## config.mk

```make
export PLATFORM = sky130hd
export DESIGN_NAME = planar_pose_odometry_integrator_unit
export DESIGN_NICKNAME = d
export VERILOG_FILES = /design/src/sv/ppoi_pkg.sv /design/src/sv/ppoi_cordic.sv /design/src/sv/ppoi_mac.sv /design/src/sv/planar_pose_odometry_integrator_unit.sv
export SDC_FILE = /design/constraint.sdc
export NUM_CORES = 2
export LEC_CHECK = 0
export BUFFER_PORTS_ARGS = -buffer_cell sky130_fd_sc_hd__buf_2
export CAP_MARGIN = 20
export CORE_ASPECT_RATIO = 1.25
export CORE_MARGIN = 2
export CORE_UTILIZATION = 45
export DETAILED_ROUTE_END_ITERATION = 16
export SYNTH_ARGS = -nofsm -noshare
export SYNTH_HDL_FRONTEND = slang
export SYNTH_SLANG_ARGS = --single-unit
```

## constraint.sdc

```tcl
create_clock -name clk -period 9.84 [get_ports clk]
set_input_delay 1.968 -clock clk [delete_from_list [all_inputs] [get_ports clk]]
set_output_delay 1.968 -clock clk [all_outputs]
set_load 0.05 [all_outputs]
```

## src/sv/ppoi_pkg.sv

```systemverilog
// ----------------------------------------------------------------------------
// ppoi_pkg
// constants, tables, types and helpers of the pose odometry integrator
// ----------------------------------------------------------------------------
`timescale 1ns / 1ps

package ppoi_pkg;

  localparam int CORDIC_STEPS   = 16;
  localparam int QUAT_FRAC_BITS = 14;

  localparam int TABLE_LEN  = 30;
  localparam int ATAN_IDX_W = 5;
  localparam int STEP_W     = (CORDIC_STEPS > 1) ? $clog2(CORDIC_STEPS) : 1;

  // 1/K in Q2.30
  localparam logic signed [31:0] CORDIC_GAIN = 32'sh26DD3B6A;

  // atan(2^-i) in 2^32-per-turn units, truncated
  localparam logic [31:0] ATAN_TAB [TABLE_LEN] = '{
    32'h20000000, 32'h12E4051E, 32'h09FB385B, 32'h051111D4, 32'h028B0D43,
    32'h0145D7E1, 32'h00A2F61E, 32'h00517C55, 32'h0028BE53, 32'h00145F2F,
    32'h000A2F98, 32'h000517CC, 32'h00028BE6, 32'h000145F3, 32'h0000A2F9,
    32'h0000517C, 32'h000028BE, 32'h0000145F, 32'h00000A2F, 32'h00000517,
    32'h0000028B, 32'h00000145, 32'h000000A2, 32'h00000051, 32'h00000028,
    32'h00000014, 32'h0000000A, 32'h00000005, 32'h00000002, 32'h00000001
  };

  // accumulator keeps only the bits that reach the rounded Q16.16 delta
  localparam int ROUND_SH = 30;
  localparam int ACC_W    = ROUND_SH + 32;
  localparam logic [ACC_W-1:0] ROUND_BIAS = ACC_W'(1) << (ROUND_SH - 1);

  localparam int QUAT_SH = 30 - QUAT_FRAC_BITS;
  localparam logic signed [32:0] QUAT_BIAS = (33'sd1 <<< QUAT_SH) >>> 1;
  localparam logic signed [32:0] QUAT_LIM  = 33'sd1 <<< QUAT_FRAC_BITS;
  localparam logic signed [15:0] QUAT_OUT_MAX =
    (QUAT_FRAC_BITS >= 15) ? 16'sh7FFF : 16'(2 ** QUAT_FRAC_BITS);
  localparam logic signed [15:0] QUAT_OUT_MIN =
    (QUAT_FRAC_BITS >= 15) ? 16'sh8000 : 16'(-(2 ** QUAT_FRAC_BITS));

  typedef enum logic [1:0] {
    ACC_HOLD,
    ACC_LOAD,
    ACC_SUB,
    ACC_ADD
  } acc_op_t;

  typedef struct packed {
    logic        start;
    logic [31:0] angle;
  } cordic_req_t;

  typedef struct packed {
    logic               done;
    logic signed [31:0] cos_v;
    logic signed [31:0] sin_v;
  } cordic_rsp_t;

  typedef struct packed {
    logic               mul_en;
    logic signed [31:0] mul_a;
    logic signed [31:0] mul_b;
    acc_op_t            acc_op;
  } mac_ctl_t;

  function automatic logic [31:0] atan_lookup(input logic [ATAN_IDX_W-1:0] idx);
    return (idx < ATAN_IDX_W'(TABLE_LEN)) ? ATAN_TAB[idx] : 32'h0;
  endfunction

  // Q2.30 to Q1.QUAT_FRAC_BITS, round half up, then clamp
  function automatic logic [15:0] quat_fix(input logic signed [31:0] v);
    logic signed [32:0] t;
    t = ($signed({v[31], v}) + QUAT_BIAS) >>> QUAT_SH;
    if (t > QUAT_LIM) begin
      t = QUAT_LIM;
    end else if (t < -QUAT_LIM) begin
      t = -QUAT_LIM;
    end
    if (t > 33'sd32767) begin
      t = 33'sd32767;
    end else if (t < -33'sd32768) begin
      t = -33'sd32768;
    end
    return t[15:0];
  endfunction

endpackage

```

## src/sv/ppoi_cordic.sv

```systemverilog
// ----------------------------------------------------------------------------
// ppoi_cordic
// rotation-mode cordic, one iteration per cycle, cos/sin in Q2.30
// ----------------------------------------------------------------------------
`timescale 1ns / 1ps

module ppoi_cordic (
  input  logic                clk,
  input  logic                rst_n,
  input  ppoi_pkg::cordic_req_t req,
  output ppoi_pkg::cordic_rsp_t rsp
);
  import ppoi_pkg::*;

  logic                run_r;
  logic                done_r;
  logic                flip_r;
  logic [STEP_W-1:0]   step_r;
  logic signed [31:0]  x_r;
  logic signed [31:0]  y_r;
  logic signed [32:0]  z_r;

  logic signed [32:0]  z_in;
  logic signed [32:0]  z_fold;
  logic                fold;
  logic signed [31:0]  xs;
  logic signed [31:0]  ys;
  logic signed [32:0]  a_step;
  logic                dir_pos;
  logic signed [31:0]  x_step;
  logic signed [31:0]  y_step;
  logic signed [32:0]  z_step;
  logic                last_step;

  // bring the start angle into [-quarter turn, quarter turn]
  always_comb begin
    z_in = $signed({req.angle[31], req.angle});
    fold = 1'b1;
    if (z_in > 33'sd1073741824) begin
      z_fold = z_in - 33'sd2147483648;
    end else if (z_in < -33'sd1073741824) begin
      z_fold = z_in + 33'sd2147483648;
    end else begin
      z_fold = z_in;
      fold   = 1'b0;
    end
  end

  always_comb begin
    xs        = x_r >>> step_r;
    ys        = y_r >>> step_r;
    a_step    = $signed({1'b0, atan_lookup(ATAN_IDX_W'(step_r))});
    dir_pos   = ~z_r[32];
    x_step    = dir_pos ? (x_r - ys) : (x_r + ys);
    y_step    = dir_pos ? (y_r + xs) : (y_r - xs);
    z_step    = dir_pos ? (z_r - a_step) : (z_r + a_step);
    last_step = (step_r == STEP_W'(CORDIC_STEPS - 1));
  end

  always_ff @(posedge clk) begin
    if (!rst_n) begin
      run_r  <= 1'b0;
      done_r <= 1'b0;
    end else begin
      done_r <= 1'b0;
      if (req.start) begin
        run_r <= 1'b1;
      end else if (run_r && last_step) begin
        run_r  <= 1'b0;
        done_r <= 1'b1;
      end
    end
  end

  always_ff @(posedge clk) begin
    if (req.start) begin
      x_r    <= CORDIC_GAIN;
      y_r    <= '0;
      z_r    <= z_fold;
      flip_r <= fold;
      step_r <= '0;
    end else if (run_r) begin
      z_r <= z_step;
      if (last_step) begin
        x_r <= flip_r ? -x_step : x_step;
        y_r <= flip_r ? -y_step : y_step;
      end else begin
        x_r    <= x_step;
        y_r    <= y_step;
        step_r <= step_r + 1'b1;
      end
    end
  end

  assign rsp.done  = done_r;
  assign rsp.cos_v = x_r;
  assign rsp.sin_v = y_r;

endmodule

```

## src/sv/ppoi_mac.sv

```systemverilog
// ----------------------------------------------------------------------------
// ppoi_mac
// shared 32x32 multiplier with registered product and rounding accumulator
// ----------------------------------------------------------------------------
`timescale 1ns / 1ps

module ppoi_mac (
  input  logic               clk,
  input  ppoi_pkg::mac_ctl_t ctl,
  output logic [31:0]        acc_round
);
  import ppoi_pkg::*;

  logic signed [63:0] prod_full;
  logic [ACC_W-1:0]   prod_r;
  logic [ACC_W-1:0]   acc_r;
  logic [ACC_W-1:0]   acc_nxt;

  assign prod_full = ctl.mul_a * ctl.mul_b;

  always_comb begin
    case (ctl.acc_op)
      ACC_HOLD: acc_nxt = acc_r;
      ACC_LOAD: acc_nxt = prod_r + ROUND_BIAS;  // round half up bias rides along
      ACC_SUB:  acc_nxt = acc_r - prod_r;
      ACC_ADD:  acc_nxt = acc_r + prod_r;
      default:  acc_nxt = acc_r;
    endcase
  end

  always_ff @(posedge clk) begin
    if (ctl.mul_en) begin
      prod_r <= prod_full[ACC_W-1:0];
    end
    acc_r <= acc_nxt;
  end

  assign acc_round = acc_r[ACC_W-1:ROUND_SH];

endmodule

```

## src/sv/planar_pose_odometry_integrator_unit.sv

```systemverilog
// ----------------------------------------------------------------------------
// planar_pose_odometry_integrator_unit
// midpoint odometry integrator: pose accumulation and yaw quaternion output
// ----------------------------------------------------------------------------
// One word in, one word out. A single cordic stepping one iteration per cycle
// runs twice per item, once for the midpoint rotation and once for the
// quaternion of the new heading, and one shared multiplier forms the four
// rotation products on consecutive cycles. in_stall is high for the whole
// item; a finished word waits in the output register while the next item is
// taken. Positions and heading reset to zero.
`timescale 1ns / 1ps

module planar_pose_odometry_integrator_unit (
  input  logic               clk,
  input  logic               rst_n,
  input  logic               in_valid,
  output logic               in_stall,
  input  logic signed [31:0] in_dx_local,
  input  logic signed [31:0] in_dy_local,
  input  logic signed [31:0] in_dtheta,
  output logic               out_valid,
  input  logic               out_stall,
  output logic signed [31:0] out_pos_x,
  output logic signed [31:0] out_pos_y,
  output logic [31:0]        out_heading,
  output logic signed [15:0] out_quat_z,
  output logic signed [15:0] out_quat_w
);
  import ppoi_pkg::*;

  typedef enum logic [3:0] {
    S_IDLE,
    S_LOAD,
    S_ROT,
    S_M0,
    S_M1,
    S_M2,
    S_M3,
    S_M4,
    S_M5,
    S_QUAT,
    S_WB
  } state_t;

  state_t             state_r, state_nxt;
  logic signed [31:0] dx_r, dx_nxt;
  logic signed [31:0] dy_r, dy_nxt;
  logic signed [31:0] dth_r, dth_nxt;
  logic [31:0]        pos_x_r, pos_x_nxt;
  logic [31:0]        pos_y_r, pos_y_nxt;
  logic [31:0]        heading_r, heading_nxt;
  logic               out_valid_r, out_valid_nxt;
  logic [31:0]        out_pos_x_r, out_pos_x_nxt;
  logic [31:0]        out_pos_y_r, out_pos_y_nxt;
  logic [31:0]        out_heading_r, out_heading_nxt;
  logic [15:0]        out_quat_z_r, out_quat_z_nxt;
  logic [15:0]        out_quat_w_r, out_quat_w_nxt;

  logic [31:0]        dth_half;
  logic [31:0]        mid;
  logic [31:0]        delta;
  cordic_req_t        cordic_req;
  cordic_rsp_t        cordic_rsp;
  mac_ctl_t           mac_ctl;

  ppoi_cordic u_cordic (
    .clk   (clk),
    .rst_n (rst_n),
    .req   (cordic_req),
    .rsp   (cordic_rsp)
  );

  ppoi_mac u_mac (
    .clk       (clk),
    .ctl       (mac_ctl),
    .acc_round (delta)
  );

  assign dth_half = dth_r >>> 1;
  assign mid      = heading_r + dth_half;

  always_comb begin
    state_nxt       = state_r;
    dx_nxt          = dx_r;
    dy_nxt          = dy_r;
    dth_nxt         = dth_r;
    pos_x_nxt       = pos_x_r;
    pos_y_nxt       = pos_y_r;
    heading_nxt     = heading_r;
    out_valid_nxt   = out_valid_r;
    out_pos_x_nxt   = out_pos_x_r;
    out_pos_y_nxt   = out_pos_y_r;
    out_heading_nxt = out_heading_r;
    out_quat_z_nxt  = out_quat_z_r;
    out_quat_w_nxt  = out_quat_w_r;

    cordic_req.start = 1'b0;
    cordic_req.angle = '0;
    mac_ctl.mul_en   = 1'b0;
    mac_ctl.mul_a    = dx_r;
    mac_ctl.mul_b    = cordic_rsp.cos_v;
    mac_ctl.acc_op   = ACC_HOLD;

    if (out_valid_r && !out_stall) begin
      out_valid_nxt = 1'b0;
    end

    case (state_r)
      S_IDLE: begin
        if (in_valid) begin
          dx_nxt    = in_dx_local;
          dy_nxt    = in_dy_local;
          dth_nxt   = in_dtheta;
          state_nxt = S_LOAD;
        end
      end
      S_LOAD: begin
        // midpoint heading read at half-turn scale
        cordic_req.start = 1'b1;
        cordic_req.angle = {mid[30:0], 1'b0};
        state_nxt        = S_ROT;
      end
      S_ROT: begin
        if (cordic_rsp.done) begin
          state_nxt = S_M0;
        end
      end
      S_M0: begin
        mac_ctl.mul_en = 1'b1;
        mac_ctl.mul_a  = dx_r;
        mac_ctl.mul_b  = cordic_rsp.cos_v;
        state_nxt      = S_M1;
      end
      S_M1: begin
        mac_ctl.mul_en = 1'b1;
        mac_ctl.mul_a  = dy_r;
        mac_ctl.mul_b  = cordic_rsp.sin_v;
        mac_ctl.acc_op = ACC_LOAD;
        state_nxt      = S_M2;
      end
      S_M2: begin
        mac_ctl.mul_en = 1'b1;
        mac_ctl.mul_a  = dx_r;
        mac_ctl.mul_b  = cordic_rsp.sin_v;
        mac_ctl.acc_op = ACC_SUB;
        state_nxt      = S_M3;
      end
      S_M3: begin
        mac_ctl.mul_en = 1'b1;
        mac_ctl.mul_a  = dy_r;
        mac_ctl.mul_b  = cordic_rsp.cos_v;
        mac_ctl.acc_op = ACC_LOAD;
        pos_x_nxt      = pos_x_r + delta;
        state_nxt      = S_M4;
      end
      S_M4: begin
        mac_ctl.acc_op = ACC_ADD;
        heading_nxt    = heading_r + dth_r;
        state_nxt      = S_M5;
      end
      S_M5: begin
        pos_y_nxt        = pos_y_r + delta;
        cordic_req.start = 1'b1;
        cordic_req.angle = heading_r;
        state_nxt        = S_QUAT;
      end
      S_QUAT: begin
        if (cordic_rsp.done) begin
          state_nxt = S_WB;
        end
      end
      S_WB: begin
        if (!out_valid_r || !out_stall) begin
          out_valid_nxt   = 1'b1;
          out_pos_x_nxt   = pos_x_r;
          out_pos_y_nxt   = pos_y_r;
          out_heading_nxt = heading_r;
          out_quat_z_nxt  = quat_fix(cordic_rsp.sin_v);
          out_quat_w_nxt  = quat_fix(cordic_rsp.cos_v);
          state_nxt       = S_IDLE;
        end
      end
      default: begin
        state_nxt = S_IDLE;
      end
    endcase
  end

  always_ff @(posedge clk) begin
    dx_r          <= dx_nxt;
    dy_r          <= dy_nxt;
    dth_r         <= dth_nxt;
    out_pos_x_r   <= out_pos_x_nxt;
    out_pos_y_r   <= out_pos_y_nxt;
    out_heading_r <= out_heading_nxt;
    out_quat_z_r  <= out_quat_z_nxt;
    out_quat_w_r  <= out_quat_w_nxt;
    if (!rst_n) begin
      state_r     <= S_IDLE;
      pos_x_r     <= '0;
      pos_y_r     <= '0;
      heading_r   <= '0;
      out_valid_r <= 1'b0;
    end else begin
      state_r     <= state_nxt;
      pos_x_r     <= pos_x_nxt;
      pos_y_r     <= pos_y_nxt;
      heading_r   <= heading_nxt;
      out_valid_r <= out_valid_nxt;
    end
  end

  assign in_stall    = (state_r != S_IDLE);
  assign out_valid   = out_valid_r;
  assign out_pos_x   = out_pos_x_r;
  assign out_pos_y   = out_pos_y_r;
  assign out_heading = out_heading_r;
  assign out_quat_z  = out_quat_z_r;
  assign out_quat_w  = out_quat_w_r;

endmodule

```

# Yosys cells after proc, flatten, opt, wreduce, memory -nomap -nowiden
# Memory sizes are Yosys's and may differ from the RTL's.
# Index checks and enable logic that the tools add are counted.
# word_totals
register_bits	553
latchBits	0
ramBits	0
rom_bits	1024
in_bits	100
output_inout_bits	130
word_cells	135
memories	1
# memory_table
memory	depth	width	read_ports	rd_ports_with_merged_regs	wr	line_no	rtl
(no name shown)	32	32	1	0	0	ppoi_pkg.sv:68	return (idx < ATAN_IDX_W'(TABLE_LEN)) ? ATAN_TAB[idx] : 32'h0;
# op_classes
addsub	20
mul	1
div	0
magnitude_cmp	12
n_eq_ne	18
shift	2
mux	40
bitwise	3
reduce_logical	16
# op_table
op	n
33-bit 2-to-1 mux	13
32-bit 2-to-1 mux	9
65-bit one-hot mux with 4 select lines	1
62-bit one-hot mux with 3 select lines	1
32-bit adder	5
32-bit by 17-bit adder with 33-bit output, second input constant	2
33-bit by 16-bit > comparator with 1-bit output, second input constant	2
33-bit by 16-bit < comparator with 1-bit output, second input constant	2
33-bit one-hot mux with 2 select lines	1
32-bit negator	2
32-bit by 4-bit >>> shifter with 32-bit output	2
32-bit subtractor	2
62-bit by 30-bit adder with 62-bit output, second input constant	1
62-bit adder	1
32-bit by 32-bit multiplier with 62-bit output	1
62-bit subtractor	1
4-bit one-hot mux with 11 select lines	1
17-bit by 16-bit > comparator with 1-bit output, second input constant	2
17-bit by 15-bit < comparator with 1-bit output, second input constant	2
32-bit by 33-bit adder with 33-bit output, second input constant	1
33-bit adder	1
32-bit by 33-bit subtractor with 33-bit output, second input constant	1
33-bit subtractor	1
32-bit > comparator, second input constant	1
29 further kinds	56

# Logic depth before layout (Yosys ltp)
# depth
word_depth	9
depth_mapped	40
ltp_nobuf	35

# Hierarchy
# A second synthesis with hierarchy kept.
# unflattened
hier_cells	8720
hier_area_um2	80244.5
# modules_own_cells
mod	instances	cells_per_inst	area_per_inst_um2	seq_area_each_um2
ppoi_mac	1	4868	45468.6	3723.6
planar_pose_odometry_integrator_unit	1	1770	18561.6	8748.4
ppoi_cordic	1	2082	16214.3	2422.3

# Worst setup path before layout
# OpenSTA, ideal clock, no wires.
# synth_timing
path_type	reg2reg
startpoint	register state_r[2]
endpoint	register u_mac.prod_r[60], data pin
arrival_ps	9863
required_time_ps	9582
slack_ps	-280
path_stages_with_launch	31
path_buffers	4
period_less_slack_ps	10120
cell_sequence	dfxtp_1 > clkbuf_1 > nand2_1 > nor2_1 > clkbuf_1 > buf_1 > clkbuf_1 > mux2i_1 > nor2_1 > fa_1 > fa_1 > fa_1 > inv_1 > fa_1 > inv_1 > fa_1 > fa_1 > fa_1 > fa_1 > ha_1 > nand3_1 > nor2_1 > nand2_1 > nor2_1 > a2111oi_0 > o31ai_1 > a221o_1 > o41ai_1 > o2111ai_1 > a21oi_1 > xnor2_1
# synth_between
elab_chain_len	3
elab_cells_between_ends	6
cone_classes	mul (1); eq/ne (4); mux (1)
# synth_lines
element	line_no	rtl
from (decl)	planar_pose_odometry_integrator_unit.sv:45	state_t state_r, state_nxt;
from (signal assigned)	planar_pose_odometry_integrator_unit.sv:205	state_r <= state_nxt;
4-bit by 3-bit == test with 1-bit output or 4-bit by 2-bit == test with 1-bit output (tied branches)	planar_pose_odometry_integrator_unit.sv:108	case (state_r)
65-bit one-hot mux with 4 select lines *	planar_pose_odometry_integrator_unit.sv:108	
32-bit by 32-bit multiplier with 62-bit output *	ppoi_mac.sv:19	assign prod_full = ctl.mul_a * ctl.mul_b;
named net u_mac.prod_full[60]	ppoi_mac.sv:14	logic signed [63:0] prod_full;
to (signal assigned)	ppoi_mac.sv:33	prod_r <= prod_full[ACC_W-1:0];
to (decl)	ppoi_mac.sv:15	logic [ACC_W-1:0] prod_r;
# Mark *: on every way through the listed nets, which the timed path passes. The rest lies on a longest branch.
# A chain may end at the register's enable or synchronous reset.

# Worst setup path in the final report
# layout_timing
startpoint	register state_r[3]
endpoint	register u_mac.prod_r[60], data pin
# The elaborated chain is that of the path after synthesis.

==> flow_summary.yaml <==
placement:
  dpl.hpwl_mm: 223
  gp_congestion: 1.01
  port_buffers: 229
die:
  rows: 170
  initial_core_util: 0.453
  die_w_um: 375
  die_y_um: 468
  dieArea_mm2: 0.176
  ioPinCount: 230
  coreArea_mm2: 0.171
sta:
  period_needed_ns: 9.49
  fin_crit_sh: 0.965
  maxSlewViolCount: 0
  maxSlewHeadroom: 0.269
  hold_viol: 0
  max_freq_ghz: 0.105
  tns_ns: 0
  fin_skew_ns: 0.0292
  grt_setup_unrepaired: "no"
  setup_viol: 0
  tightest_slew_ns: 1.09
synth:
  synth_enable_flop_cells: 382
  synthMuxAreaShare: 0.0437
  async_flop_share: 0
  synthDistinctLibCells: 99
  synth_fa_ha_area_frac: 0.352
  synth-xor-area-share: 0.0637
  syn-cell-area_mm2: 0.0776
  syn_inst: 8603
  ys_seq_area_frac: 0.192
  yosys.area.top_type: "fa_1"
  synth_nets: 10200
  syn_avg_cell_area_um2: 9.02
  synth_top_family_by_area: "adder cells"
  synth_top_flop_cell: "edfxtp_1"
  synth-compound-area-share: 0.126
  synth_seq_cells: 553
  synth-simple-area-share: 0.150
  synth_area_leaders: "fa_1 (28%), edfxtp_1 (15%), ha_1 (7.6%), inv_1 (5.1%), nand2_1 (4.9%)"
  synth_top_area_share: 0.276
  ys.warnings.count: 0
setup_path:
  cp-end-kind: "flop"
  critPathMostFrequentCell: "fa_1"
  cp.buffers_inverters: 8
  slowest_delay_ns: 0.70
  cp_max_fo: 25
  cp-start-kind: "flop"
  cp_slowest_cell: "fa_1"
  cp_top_family: "adder cells"
  cp.arrival_ns: 9.94
  critPathKind: "reg2reg"
  regToRegSetupSlack_ns: 0.35
  required_ns: 10.29
clock_tree:
  clockRootBuffer: "clkbuf_16"
  numCtsBuffers: 61
  clockBufferDepth: 3
  clock_latency_ns: 0.72
  cts_hold_buf: 0
  h-tree-depth: 2
  clk_pin_slew_worst_paths_ns: 0.07
  cts.sinks: 553
  cts_tree: "yes"
global_route:
  antenna_found_initial: 5
  grt_usage: 0.315
  grt_overflow: 0
  grt_pass1_vias: 66000
  grt_max_degree: 78
  grt_pass1_wl_mm: 414
hold_path:
  hold_path.class: "reg2reg"
layout:
  largestRegisters: "u_mac.acc_r: 62 flops, u_mac.prod_r: 62 flops, u_cordic.z_r: 33 flops"
  final_layout_size_suffix_gt1_frac: 0.0936
  fill_cells: 16200
  syn2layout_area_growth_pct: 9.23
  nets: 10400
routing:
  vias_per_cell: 5.78
  first_pass_iters: 12
  routed_wl_mm: 276
  ant_nets: 0
  drt-initial-drc-count: 4822
  wl_per_cell_um: 25.0
  vias: 63800
  drc: 0
run_status:
  status: "complete, no violations"
run:
  drv_cap: 0
==> cells in the final DEF, fill, tap and decap left out, types with 33 or more instances in the layout <==
| cell type | n |
|---|---|
| a211oi_1 | 71 |
| a21boi_0 | 43 |
| a21o_1 | 213 |
| a21oi_1 | 396 |
| a31oi_1 | 84 |
| and2_1 | 85 |
| and3_1 | 80 |
| buf_12 | 33 |
| buf_2 | 228 |
| buf_4 | 230 |
| clkbuf_16 | 61 |
| dfxtp_1 | 166 |
| edfxtp_1 | 382 |
| fa_1 | 1069 |
| ha_1 | 473 |
| inv_1 | 1044 |
| mux2_2 | 65 |
| mux2i_1 | 122 |
| mux4_2 | 41 |
| nand2_1 | 1013 |
| nand2b_1 | 59 |
| nand3_1 | 120 |
| nand4_1 | 44 |
| nor2_1 | 941 |
| nor2b_1 | 63 |
| nor3_1 | 86 |
| nor4_1 | 38 |
| o21a_1 | 49 |
| o21ai_0 | 336 |
| o21bai_1 | 43 |
| o31ai_1 | 44 |
| or3_1 | 34 |
| xnor2_1 | 328 |
| xor2_1 | 234 |
==> what timing repair did <==
action	CTS	global route
buffers inserted	0	6
endpoints found under the setup margin	0	5
resized for setup	0	22
endpoints found under the hold margin	0	0
==> cells in the mapped netlist, types with 49 or more instances <==
cell	count
a211oi_1	72
a21o_1	213
a21oi_1	400
a31oi_1	84
and2_1	85
and3_1	81
clkbuf_1	342
dfxtp_1	171
edfxtp_1	382
fa_1	1070
ha_1	474
inv_1	1048
mux2_2	72
mux2i_1	160
nand2_1	1016
nand2b_1	59
nand3_1	120
nor2_1	948
nor2b_1	63
nor3_1	87
o21a_1	49
o21ai_0	336
xnor2_1	328
xor2_1	234
==> worst reg2reg max path, delay by kind of cell (launching register included) <==
kind / cells / cell delay [ns]
AND/OR/NAND/NOR: 4 / 0.47
buffers and inverters: 8 / 1.22
flip-flops: 1 / 0.31
AO/OA/AOI/OAI: 9 / 2.10
XOR/XNOR: 1 / 0.09
adder cells (fa/ha/maj): 9 / 4.66
multiplexers: 1 / 0.37
==> per-layer routing <==
layer  part of all wire  up-vias  track usage
met5                  0        -            0
met4              0.075        0        0.194
met3              0.065      726       0.0460
met2               0.47     2494        0.537
met1               0.39    31700        0.375
li1                   -    28800            -
==> through the flow <==
step,hold WS [ns],instances,worst slack [ns],util,instance area [um^2]
CTS,0.460,11000,0.161,0.494,84600
detailed placement,0.439,10900,0.191,0.481,82500
floorplan,0.421,8603,0.0406,-,77600
global route,0.475,11000,0.0158,0.494,84800
finish,0.461,11000,0.349,0.494,84800
global placement,0.437,10900,0.297,0.481,82500
==> layout make-up <==
type | instances | area [um^2] | area share
diodes | 5 | 12.5 | 0.000148
clock buffers | 66 | 1580 | 0.0186
clock inverters | 49 | 532 | 0.00627
inverters | 1051 | 3950 | 0.0466
multi-input cells | 6581 | 57400 | 0.678
flip-flops and latches | 553 | 14900 | 0.176
well taps | 2236 | 2800 | 0.0330
repair buffers | 493 | 3550 | 0.0419
==> worst paths after layout <==
path / startpoint / to / cells past startpoint
max: state_r[3]$_SDFFE_PN0P_ / u_mac.prod_r[60]$_DFFE_PN_ / 32
max reg2reg: state_r[3]$_SDFFE_PN0P_ / u_mac.prod_r[60]$_DFFE_PN_ / 32
min reg2reg: pos_y_r[31]$_SDFFE_PN0P_ / out_pos_y[31]$_DFFE_PP_ / 0
min: pos_y_r[31]$_SDFFE_PN0P_ / out_pos_y[31]$_DFFE_PP_ / 0
==> kinds of logic (layout without fill, tap and decap cells) <==
| group | count (synthesis) | count (layout) |
|---|---|---|
| buffers and inverters | 1469 | 1659 |
| and+or+nand+nor | 2667 | 2667 |
| DFF | 553 | 553 |
| muxes | 278 | 278 |
| adders and majority gates | 1544 | 1544 |
| xor gates and xnor gates | 563 | 563 |
| AOI/OAI and AO/OA | 1529 | 1529 |
| other | 0 | 5 |
Power is not shown: default switching activity piles up to over one toggle a cycle in this logic, so the estimate is an artifact.
